## src/rtl/cdt_pkg.sv

```systemverilog
`default_nettype none

package cdt_pkg;

  // Table geometry
  localparam int TABLE_DEPTH = 256;
  localparam int GROUP_SIZE  = 8;
  localparam int GROUP_W     = $clog2(GROUP_SIZE);
  localparam int NUM_STAGES  = (TABLE_DEPTH + GROUP_SIZE - 1) / GROUP_SIZE;
  localparam int STAGE_W     = $clog2(NUM_STAGES);
  localparam int ENTRY_W     = STAGE_W + GROUP_W;

  // Field widths
  localparam int VALUE_W  = 64;
  localparam int INDEX_W  = 8;
  localparam int LAST_W   = 8;
  localparam int SAMPLE_W = 9;

  // Configuration port
  localparam int PADDR_W = 3;
  localparam int PDATA_W = 32;
  localparam logic REG_LAST_INDEX = 1'b0;  // register select bit paddr[2]
  localparam logic [LAST_W-1:0] LAST_INDEX_RST = '1;

  typedef enum logic {
    FUNC_LOAD = 1'b0,
    FUNC_DRAW = 1'b1
  } func_e;

  // One request as it travels down the scan pipeline
  typedef struct packed {
    func_e               func;
    logic [INDEX_W-1:0]  entry_index;
    logic [VALUE_W-1:0]  entry_value;
    logic [VALUE_W-1:0]  uniform_value;
    logic                sign_random;
    logic                found;
    logic [LAST_W-1:0]   chosen;
  } pipe_t;

  // Clamp the programmed range to the table
  function automatic logic [LAST_W-1:0] eff_last(input logic [LAST_W-1:0] last);
    logic [LAST_W-1:0] res;
    res = last;
    if (32'(last) > TABLE_DEPTH - 1) begin
      res = LAST_W'(TABLE_DEPTH - 1);
    end
    return res;
  endfunction

endpackage

`default_nettype wire

```

## src/rtl/cdt_stage.sv

```systemverilog
`default_nettype none

// One slice of the table: holds GROUP_SIZE entries, writes them when a load
// request passes, and extends the first-match search for a draw request.
module cdt_stage (
  input  wire logic                             clk_i,
  input  wire logic [cdt_pkg::STAGE_W-1:0]      stage_idx_i,
  input  wire logic [cdt_pkg::LAST_W-1:0]       last_index_i,
  input  wire logic                             adv_i,
  input  wire logic                             vld_i,
  input  wire cdt_pkg::pipe_t                   item_i,
  output cdt_pkg::pipe_t                        item_o
);

  logic [cdt_pkg::VALUE_W-1:0] ent_q [cdt_pkg::GROUP_SIZE];
  logic [cdt_pkg::GROUP_SIZE-1:0] hit;
  logic [cdt_pkg::GROUP_SIZE-1:0] wr_en;

  // Compare every entry of the slice and decode the load target
  always_comb begin
    logic [cdt_pkg::ENTRY_W-1:0] k;
    for (int j = 0; j < cdt_pkg::GROUP_SIZE; j++) begin
      k = {stage_idx_i, cdt_pkg::GROUP_W'(j)};
      hit[j] = (32'(k) < cdt_pkg::TABLE_DEPTH) && (32'(k) <= 32'(last_index_i)) &&
               (ent_q[j] >= item_i.uniform_value);
      wr_en[j] = adv_i && vld_i && (item_i.func == cdt_pkg::FUNC_LOAD) &&
                 (32'(k) < cdt_pkg::TABLE_DEPTH) &&
                 (32'(item_i.entry_index) == 32'(k));
    end
  end

  // Take the lowest matching entry unless an earlier slice already matched
  always_comb begin
    logic [cdt_pkg::ENTRY_W-1:0] k;
    item_o = item_i;
    for (int j = 0; j < cdt_pkg::GROUP_SIZE; j++) begin
      k = {stage_idx_i, cdt_pkg::GROUP_W'(j)};
      if (hit[j] && !item_o.found) begin
        item_o.found  = 1'b1;
        item_o.chosen = cdt_pkg::LAST_W'(k);
      end
    end
  end

  // Write table entries in request order
  always_ff @(posedge clk_i) begin
    for (int j = 0; j < cdt_pkg::GROUP_SIZE; j++) begin
      if (wr_en[j]) begin
        ent_q[j] <= item_i.entry_value;
      end
    end
  end

endmodule

`default_nettype wire

```

## config.mk

```make
export PLATFORM = sky130hd
export DESIGN_NAME = cdt_stage
export DESIGN_NICKNAME = d
export VERILOG_FILES = /design/src/rtl/cdt_pkg.sv /design/src/rtl/cdt_stage.sv
export SDC_FILE = /design/constraint.sdc
export NUM_CORES = 1
export LEC_CHECK = 0
export BUFFER_PORTS_ARGS = -buffer_cell sky130_fd_sc_hd__buf_4
export CAP_MARGIN = 20
export CORE_ASPECT_RATIO = 1.5
export CORE_MARGIN = 5
export CORE_UTILIZATION = 60
export CTS_CLUSTER_SIZE = 40
export DETAILED_ROUTE_END_ITERATION = 7
export GPL_TIMING_DRIVEN = 0
export HOLD_SLACK_MARGIN = 0.02
export PLACE_DENSITY = 0.86
export SETUP_SLACK_MARGIN = 0.2
export SYNTH_ARGS = -nofsm -noshare
export SYNTH_HDL_FRONTEND = slang
export SYNTH_SLANG_ARGS = --single-unit
```

## constraint.sdc

```tcl
create_clock -name clk_i -period 10.8 [get_ports clk_i]
set_input_delay 2.16 -clock clk_i [delete_from_list [all_inputs] [get_ports clk_i]]
set_output_delay 2.16 -clock clk_i [all_outputs]
set_load 0.005 [all_outputs]
```

======== After elaboration in Yosys (flattened, before gate mapping) ========
Memory sizes are Yosys's and may differ from the RTL's.
Cells that the tools add are included.
storage, ports and cells
  logic and storage cells ................. 112
  RAM bits ................................ 512
  memories ................................ 1
  register bits after elaboration ......... 0
  output and inout port bits .............. 147
  input port bits ......................... 163
operators by class
  muxes and demuxes ....................... 45
  order comparisons ....................... 16
  reductions and logical operators ........ 41
  eq/ne operators ......................... 8
  bitwise operators ....................... 1
memories
  name   depth  width  rd ports  clocked after memory_dff  write ports  line             source
  ent_q  8      64     8         0                         1            cdt_stage.sv:15  logic [cdt_pkg::VALUE_W-1:0] ent_q [cdt_pkg::GROUP_SIZE];
operators by type and width
  kind                  number
  >= comparator 64 bit  8
  2-to-1 mux 64 bit     7
  OR reduction 64 bit   7
  2-to-1 mux 9 bit      8
  equality test 8 bit   8
  <= comparator 8 bit   8
  logical AND 1 bit     26
  2-to-1 mux 1 bit      23
  2-to-1 mux 3 bit      7
  zero test 1 bit       8
  inverter 1 bit        1

======== Longest topological paths before layout ========
Gate-level depths: netlist (run 1).
  word-level depth ........................ 25
  mapped depth ............................ 11

======== Worst setup path after synthesis (run 1) ========
No wires, ideal clock.
  kind .................................... input port to flip-flop
  start ................................... input port stage_idx_i[1] in the netlist's numbering
  end ..................................... memory ent_q[0][0] in the netlist's numbering, enable pin
  stages .................................. 5
  data arrival time ....................... 8.975 ns
  setup slack ............................. 1.175 ns
  setup time .............................. 0.651 ns
  required time ........................... 10.149 ns
  cell sequence ........................... xor2_1 nor3_1 nand4_1 or2_2 nor4_1
on the way
  elaborated cells between the ends (all ways) .. 53
RTL lines
  what                                     line             source
  start, declared                          cdt_stage.sv:7   input wire logic [cdt_pkg::STAGE_W-1:0] stage_idx_i,
  equality test 8 bit                      cdt_stage.sv:28  (32'(item_i.entry_index) == 32'(k));
  logical AND 1 bit                        cdt_stage.sv:27  (32'(k) < cdt_pkg::TABLE_DEPTH) &&
  net wr_en, one bit                       cdt_stage.sv:17  logic [cdt_pkg::GROUP_SIZE-1:0] wr_en;
  2-to-1 mux 1 bit                         cdt_stage.sv:48  if (wr_en[j]) begin
  2-to-1 mux 1 bit (not written as such)   cdt_stage.sv:49  ent_q[j] <= item_i.entry_value;
  2-to-1 mux 1 bit (no line) (7 in a row)  --
  end, declared                            cdt_stage.sv:15
The timed path passes the listed nets, and every way through them passes these cells.

==> impl_metrics.tcl, run 1 <==
set metrics [dict create \
    crit_start "item_i[31]" \
    final-hold-violation-count 0 \
    crit_required_ps 8640 \
    core_area_sq_um 46700 \
    final_nets 3215 \
    critPathArrivalTime_ps 6050 \
    dp_hpwl_microns 56400 \
    die_h_microns 276 \
    min_path_type "in -> reg" \
    rsz0062_at_grt "false" \
    async_flop_share_pct 0 \
    crit_type "in -> out" \
    finalSetupViolations 0 \
    yosys_warnings 0 \
    netlist_area_sq_um 28300 \
    ys_seq_elements 512 \
    die_w_microns 187 \
    grt_use_total_pct 28.2 \
    synth_most_common_cell "ha_1" \
    synthCells 2138 \
    initial_utilization_pct 60.6 \
    wl_per_cell_microns 23.6 \
    ctsResizeCount 0 \
    drcViolationCount 0 \
    ys_seq_area_share_pct 54.3 \
    numCtsBuffers 47 \
    leakage_uw 0.0138 \
    first_iter_violations 1615 \
    cp_slowest_cell "a311oi_1" \
    max_freq_mhz 122 \
    root_buffer "clkbuf_16" \
    htree_levels 2 \
    hold_start "item_i[74]" \
    postRouteAntennaNets 0 \
    num_antenna_cells 0 \
    vias 19900 \
    reg_top3 "ent_q: 512 flops" \
    syn2layout_area_growth_pct 17.5 \
    crit_chain "buf_4 > inv_1 > ha_1 > a21o_1 > a21o_1 > a221oi_1 > nor2_1 > a311oi_1 > a31oi_1 > nor4_4 > a21oi_4 > mux2_4 > buf_4" \
    start_kind "primary input" \
    ios 310 \
    grt_max_degree 33 \
    grt_antenna_before_repair 0 \
    power_uw 4240 \
    yosys_most_used_dff "edfxtp_1" \
    clkTransAtPathRegs_ps 60 \
    synth_fp_nets 2819 \
    io_buffers 308 \
    drive_gt1_share_pct 22.5 \
    crit_fanout 8 \
    drt-pass1-iter-count 6 \
    gp_congestion 0.922 \
    largest_reg_flops 512 \
    synth-edff-count 512 \
    p_per_area_nw_per_um2 127 \
    critPathCaptureType "output port" \
    holdWs_ps 1840 \
    drv_cap 0 \
    grt_pass1_vias 21300 \
    postSynthAreaPerCell_sq_um 13.2 \
    ir_drop_uv 120 \
    grt.overflow.total 0 \
    cts_tree "done" \
    synth_area_leader_cell "edfxtp_1" \
    cts_hold_buf 0 \
    cts_buffer_depth 3 \
    grt_pass1_wl_microns 115000 \
    tightestPinTransition_ps 1120 \
    status "finished clean" \
    routed_wl_microns 74500 \
    synth_commonest_cells "ha_1 (518), edfxtp_1 (512), a21oi_1 (184), buf_4 (138), nand2_1 (131)" \
    fin_crit_sh_pct 76.1 \
    slowest_delay_ps 800 \
    synth_cell_types 69 \
    synth_top_area_share_pct 54.3 \
    synth.top_cells.by_area "edfxtp_1 (54%), ha_1 (23%), buf_4 (3.7%)" \
    top_register "ent_q" \
    via_per_inst 6.30 \
    fin_crit_ps 8210 \
    fp-row-count 97 \
    final_util_pct 71.2 \
    cts.sinks 512 \
    dieArea_sq_um 51700 \
    slew_viol_final 0 \
    slew_headroom_pct 23.3 \
    postCtsSetupRepairBufs 0 \
]
## path summary, 6_finish.rpt
check	to	slack [ps]	depth (start not counted)
max	item_o[4]	2590	13
min	ent_q[1][0]	1840	1
## layout by cell type (no fill, tap or decap), types with 6 or more instances in the layout
cell type / synthesis / final
nand4_1: 72 / 72
o21ai_0: 76 / 76
nor4_1: 13 / 11
edfxtp_1: 512 / 512
nand2b_1: 9 / 9
a2111oi_0: 9 / 9
ha_1: 518 / 518
clkinv_2: 0 / 11
o31ai_1: 7 / 7
nand3_1: 42 / 42
nor3_1: 31 / 29
a21o_1: 38 / 38
nand2_1: 131 / 131
clkbuf_16: 0 / 47
inv_1: 90 / 90
o21a_1: 12 / 12
clkinv_1: 0 / 7
buf_4: 138 / 463
a211oi_1: 20 / 20
a221oi_1: 14 / 14
buf_12: 0 / 8
clkbuf_1: 0 / 13
nor2_1: 80 / 76
a21oi_1: 184 / 184
a31oi_1: 8 / 8
o211ai_1: 9 / 9
nor2b_1: 6 / 6
buf_6: 0 / 13
o21ai_1: 8 / 8
and4_1: 16 / 16
## where the power goes
group	total (uW)	internal, uW	switching, uW
Sequential	2190	2190	0.548
Combinational	486	216	270
Clock	1570	849	720
## kinds of logic (layout without fill, tap and decap cells)
family | after synthesis | in the layout | synth area share, %
xor+xnor | 6 | 6 | 0.186
fa+ha+maj | 518 | 518 | 22.9
simple gates | 428 | 428 | 7.72
compound gates | 439 | 439 | 9.73
buf+inv | 228 | 658 | 4.85
mux | 7 | 7 | 0.336
flops | 512 | 512 | 54.3
## critical path: cells and delay by family
kind	cells	cell delay (ps)
muxes	1	330
and+or+nand+nor	2	660
buffers and inverters	3	550
adders and majority gates	1	320
AOI/OAI and AO/OA	6	2010
## metrics by stage
| stage | setup slack (ps) | TNS [ps] | instances | instance area (sq um) |
|---|---|---|---|---|
| 6_report | 2590 | 0 | 3162 | 33300 |
| 4_1_cts | 2630 | 0 | 3162 | 33300 |
| 2_1_floorplan | 1170 | 0 | 2138 | 28300 |
| 5_1_grt | 2430 | 0 | 3162 | 33300 |
| 3_3_place_gp | -2740 | -366090 | 3040 | 31400 |
| 3_5_place_dp | 2670 | 0 | 3079 | 31900 |
## routing by layer
layer	vias up	routed length, microns	global-route usage (%)
met5	-	0	0
met4	0	4420	15.1
met3	239	5280	4.20
met2	1007	38500	51.7
met1	9631	26400	31.4
li1	9035	-	-
## layout make-up
| type | count | area (sq um) |
|---|---|---|
| flip-flops and latches | 512 | 15400 |
| inverters | 90 | 338 |
| well taps | 594 | 743 |
| clock buffers | 60 | 1220 |
| multi-input cells | 1398 | 11600 |
| plain buffers | 138 | 1040 |
| clock inverters | 23 | 165 |
| fillers | 2971 | 13500 |
| repair buffers | 347 | 2760 |
Note: power is estimated with default switching activity, not from simulation.
==> run 2, diff against run 1 <==
- ABC_AREA: default -> 1
- CORE_UTILIZATION: 60 -> 54
- PLACE_DENSITY: 0.86 -> 0.82
- clock period: 10.8 -> 6.69 ns (I/O delays scaled with it)
==> run 2 against run 1 <==
  * Sequential cell count unchanged
  * Global-route usage is 3.0 points lower
  * Clock power increased by 60%
  * Design area is 1.8% higher
  * Non-clock buffer count down 23
  * Critical path depth is 6 higher
  * Utilization decreased by 7.7 points
==> impl_metrics.tcl, run 2 <==
set metrics [dict create \
    p_sw_share_pct 23.3 \
    slew_headroom_pct 50.5 \
    p_sw_uw 1590 \
    fin_crit_sh_pct 87.2 \
    critPathCaptureType "output port" \
    drv_cap 0 \
    min_path_type "in -> reg" \
    final-hold-violation-count 0 \
    synthMuxAreaShare_pct 0 \
    p_per_area_nw_per_um2 202 \
    wl_per_cell_microns 21.2 \
    synth_fp_nets 3132 \
    async_flop_share_pct 0 \
    synth_cell_types 46 \
    use_met2_pct 46.2 \
    grt_use_total_pct 25.2 \
    synthSimpleGateAreaFrac_pct 11.1 \
    first_iter_violations 1086 \
    ios 310 \
    p_int_uw 5250 \
    cts_buffer_depth 3 \
    ctsResizeCount 0 \
    drive_gt1_share_pct 20.5 \
    crit_type "in -> out" \
    synth_most_common_cell "ha_1" \
    numCtsBuffers 48 \
    yosys_warnings 0 \
    clkTransAtPathRegs_ps 60 \
    status "finished clean" \
    io_buffers 308 \
    combPwrFrac_pct 11.7 \
    drt-pass1-iter-count 8 \
    cts_tree "done" \
    netlist_area_sq_um 28900 \
    grt_use_met1_pct 27.6 \
    rsz0062_at_grt "false" \
    grt_pass1_vias 21300 \
    grt_antenna_before_repair 1 \
    synth_compound_area_share_pct 7.28 \
    final_cell_mix "ha_1 (518), edfxtp_1 (512), buf_4 (446)" \
    via_per_inst 5.70 \
    top_register "ent_q" \
    yosys.area_share.adder_pct 22.4 \
    fp-row-count 104 \
    die_w_microns 199 \
    die_h_microns 293 \
    leakage_uw 0.0146 \
    ys_seq_elements 512 \
    dieArea_sq_um 58400 \
    synth.top_cells.by_area "edfxtp_1 (53%), ha_1 (22%), nand2_1 (5.4%)" \
    fillers 3983 \
    fin_crit_ps 5840 \
    postRouteAntennaNets 0 \
    ff_latch_area_sq_um 15400 \
    pwr-share-seq_pct 51.6 \
    synth_top_family_by_area "adder cells" \
    root_buffer "clkbuf_16" \
    p_clk_share_pct 36.7 \
    use_met3_pct 2.84 \
    drcViolationCount 0 \
    core_area_sq_um 53400 \
    power_uw 6840 \
    critPathArrivalTime_ps 4500 \
    synth_area_leader_cell "edfxtp_1" \
    synth-edff-count 512 \
    cts_hold_buf 0 \
    grt_most_used_layer "met2" \
    final_common_cell "ha_1" \
    crit_fanout 8 \
    reg_top3 "ent_q: 512 flops" \
    grt_pass1_wl_microns 114000 \
    postCtsSetupRepairBufs 0 \
    slew_viol_final 0 \
    largest_reg_flops 512 \
    htree_levels 2 \
    syn2layout_area_growth_pct 17.2 \
    synth_top_area_share_pct 53.2 \
    dp_hpwl_microns 58100 \
    finalSetupViolations 0 \
    start_kind "primary input" \
    grt.overflow.total 0 \
    final_nets 3506 \
    placed_area_sq_um 32500 \
    ys_seq_area_share_pct 53.2 \
    synthCells 2451 \
    ir_drop_uv 208 \
    max_freq_mhz 171 \
    initial_utilization_pct 54.2 \
    synth_commonest_cells "ha_1 (518), edfxtp_1 (512), nand2_1 (417), a21oi_1 (257), inv_1 (166)" \
    multiInputGateArea_sq_um 11900 \
    yosys_most_used_dff "edfxtp_1" \
    gp_congestion 0.932 \
    dp_slack_ps 917 \
    dpl.cell_count 3464 \
    routed_wl_microns 75400 \
    cts.sinks 512 \
    synth_xor_area_share_pct 0.151 \
    final_cells 3548 \
    tightestPinTransition_ps 740 \
    grt_max_degree 33 \
    fin_ws_ps 854 \
    postSynthAreaPerCell_sq_um 11.8 \
    vias 20200 \
    crit_required_ps 5350 \
    fin_area_sq_um 33900 \
]
[run 2: changes by cell type after synthesis, sizes merged, moves of 13 or more]
cell and delta:
nand2 +298, inv +85, a21oi +71, nor2 +55, a21o -35, nand4 -26, a211oi -16, and4 -16
a221oi -15, nor4 -13
[run 2: cell type report]
cell class / count / share of cell area (%)
Sequential cell: 512 / 45.4
Multi-Input combinational cell: 1624 / 35.1
Timing Repair Buffer: 324 / 7.82
Clock buffer: 62 / 3.76
Buffer: 138 / 3.06
Tap cell: 689 / 2.54
Inverter: 177 / 1.97
Clock inverter: 21 / 0.355
Antenna cell: 1 / 0.00739
[run 2: power groups by stage]
stage          Sequential, uW  Clock, uW  Combinational (uW)
2_1_floorplan            3600          0                 417
3_3_place_gp             3600          0                 753
3_5_place_dp             3600          0                 796
4_1_cts                  3530       2550                 803
5_1_grt                  3530       2670                 887
6_report                 3530       2510                 799
[run 2: final timing paths]
path / startpoint / end / cells past startpoint
setup / recovery: item_i[37] / item_o[7] / 19
hold / removal: item_i[126] / ent_q[1][180] / 1
[run 2: logic make-up (layout without fill, tap and decap cells)]
kind of cell    after synthesis  in the layout
simple gates                711            711
compound gates              390            390
buf+inv                     315            722
flops                       512            512
xor+xnor                      5              5
other cells                   0              1
fa+ha+maj                   518            518
[run 2: metal layers]
layer  up-vias  part of all wire (%)
met2       820                    52
met1      9642                    35
met5         -                     0
met3       253                   6.1
met4         0                   7.3
li1       9512                     -
[run 2: worst max-delay path: stages]
cell and delay [ps]:
buf_4 110, inv_1 280, ha_1 310, a21oi_1 140, o21ai_0 160, nand2_1 90
nand3_1 100, a21oi_1 480, nand2_1 200, nand2_1 100, nand3_1 160, nand2_2 160
nand4_2 130, nor2_4 170, nand4_4 180, nand3_4 150, nand2_1 70, nand2_1 60
buf_4 100
[run 2: per-stage QoR]
step	TNS (ps)	util (%)	hold slack (ps)
6_report	0	63.5	1030
5_1_grt	0	63.5	1020
4_1_cts	0	63.5	1010
3_5_place_dp	0	60.9	1590
3_3_place_gp	-153060	60.1	1590
2_1_floorplan	0	-	1440
==> run 3, diff against run 2 <==
- HOLD_SLACK_MARGIN: 0.02 -> default
- RECOVER_POWER: default -> 50
- SKIP_CTS_REPAIR_TIMING: default -> 1
==> run 3 against run 2 <==
  * The run now ends with max-capacitance violations, max-slew violations left
  * Non-clock buffer count is the same
  * Sequential cell count is the same
  * Critical path depth shrank 2
  * Clock power is essentially flat
  * Final cell count is the same
  * Via count shrank 0.34%
==> impl_metrics.tcl, run 3 (synthesis gave the netlist of run 2 again) <==
set metrics [dict create \
    status "finished, violations left" \
    wl_per_cell_microns 21.2 \
    slowest_delay_ps 510 \
    placed_area_sq_um 32500 \
    final_cells 3548 \
    core_area_sq_um 53400 \
    final_util_pct 62.9 \
    final_nets 3506 \
    die_w_microns 199 \
    leakage_uw 0.0144 \
    fin_crit_sh_pct 87.2 \
    critPathArrivalTime_ps 4500 \
    crit_type "in -> out" \
    hold_depth 1 \
    final_common_cell "ha_1" \
    fin_crit_ps 5840 \
    p_clk_share_pct 36.9 \
    numCtsBuffers 48 \
    grt_pass1_vias 21300 \
    first_iter_violations 1056 \
    reg_top3 "ent_q: 512 flops" \
    ios 310 \
    slew_headroom_pct -34.5 \
    fin_tns_setup_ps 0 \
    syn2layout_area_growth_pct 16.1 \
    drv_cap 4 \
    final-hold-violation-count 0 \
    crit_required_ps 5350 \
    crit_fanout 8 \
    fp-row-count 104 \
    cp.depth 17 \
    ir_drop_uv 209 \
    gp_congestion 0.932 \
    finalSetupViolations 0 \
    vias 20200 \
    rsz0062_at_grt "false" \
    p_int_uw 5230 \
    drt-pass1-iter-count 7 \
    cts.sinks 512 \
    p_per_area_nw_per_um2 203 \
    clkTransAtPathRegs_ps 60 \
    drive_gt1_share_pct 18.0 \
    htree_levels 2 \
    grt_antenna_before_repair 1 \
    grt_pass1_wl_microns 114000 \
    p_sw_uw 1600 \
    final_cell_mix "ha_1 (518), edfxtp_1 (512), nand2_1 (417)" \
    p_sw_share_pct 23.4 \
    routed_wl_microns 75300 \
    violations "max-capacitance violations, max-slew violations" \
    max_freq_mhz 171 \
    cts_buffer_depth 3 \
    power_uw 6830 \
    critPathCaptureType "output port" \
    dpl.cell_count 3464 \
    combPwrFrac_pct 11.4 \
    min_path_type "in -> reg" \
    crit_family "simple AND/OR/NAND/NOR gates" \
    postRouteAntennaNets 0 \
    top_register "ent_q" \
    grt.overflow.total 0 \
    slew_viol_final 77 \
    start_kind "primary input" \
    dp_hpwl_microns 58100 \
    io_buffers 308 \
    root_buffer "clkbuf_16" \
    cp_slowest_cell "nor3_1" \
    fillers 4056 \
    grt_max_degree 33 \
    drcViolationCount 0 \
    initial_utilization_pct 54.2 \
    largest_reg_flops 512 \
    fin_area_sq_um 33600 \
    die_h_microns 293 \
    pwr-share-seq_pct 51.7 \
    cts_tree "done" \
    crit_buf_inv 3 \
    crit_chain "buf_4 > inv_1 > ha_1 > nand4_1 > nor3_1 > nand3_1 > nor3_1 > nand2_1 > nand3_1 > nand2_1 > nand4_1 > nor2_2 > nor2_4 > nand3_4 > nand2_1 > nand2_1 > buf_4" \
    dieArea_sq_um 58400 \
    grt_use_total_pct 25.2 \
    cp_common_cell "nand2_1" \
    via_per_inst 5.68 \
    tightestPinTransition_ps 2020 \
]
## run 3: cell types whose count changed in the layout (fill, tap and decap cells not counted), sizes merged
cell / change
buf: -67
clkbuf: +67
## run 3: power by group through the flow
stage,clock network [uW],registers [uW],logic [uW]
floorplan,0,3600,417
global placement,0,3600,753
detailed placement,0,3600,796
CTS,2550,3530,803
global route,2670,3530,867
finish,2520,3530,780
## run 3: worst paths after layout
path | startpoint | end
min | item_i[126] | ent_q[1][180]
max | item_i[25] | item_o[7]
## run 3: stage by stage
stage	hold WS, ps	worst slack (ps)
2_1_floorplan	1440	1740
3_3_place_gp	1590	-473
3_5_place_dp	1590	917
4_1_cts	1010	911
5_1_grt	1190	673
6_report	1170	855
## run 3: layer usage
metal	share of wire [%]	GRT usage (%)
met5	0	0
met4	7.4	15.7
met3	6.0	2.84
met2	52	46.2
met1	35	27.6
## run 3: final cells by class
cell class / count / area [sq um] / area share [%]
tap: 689 / 862 / 2.57
inverter: 177 / 666 / 1.98
clock inverter: 21 / 120 / 0.358
multi-input combinational: 1624 / 11900 / 35.3
clock buffer: 62 / 1270 / 3.80
buffer: 138 / 1040 / 3.09
antenna: 1 / 2.50 / 0.00746
sequential: 512 / 15400 / 45.8
timing repair buffer: 324 / 2370 / 7.07
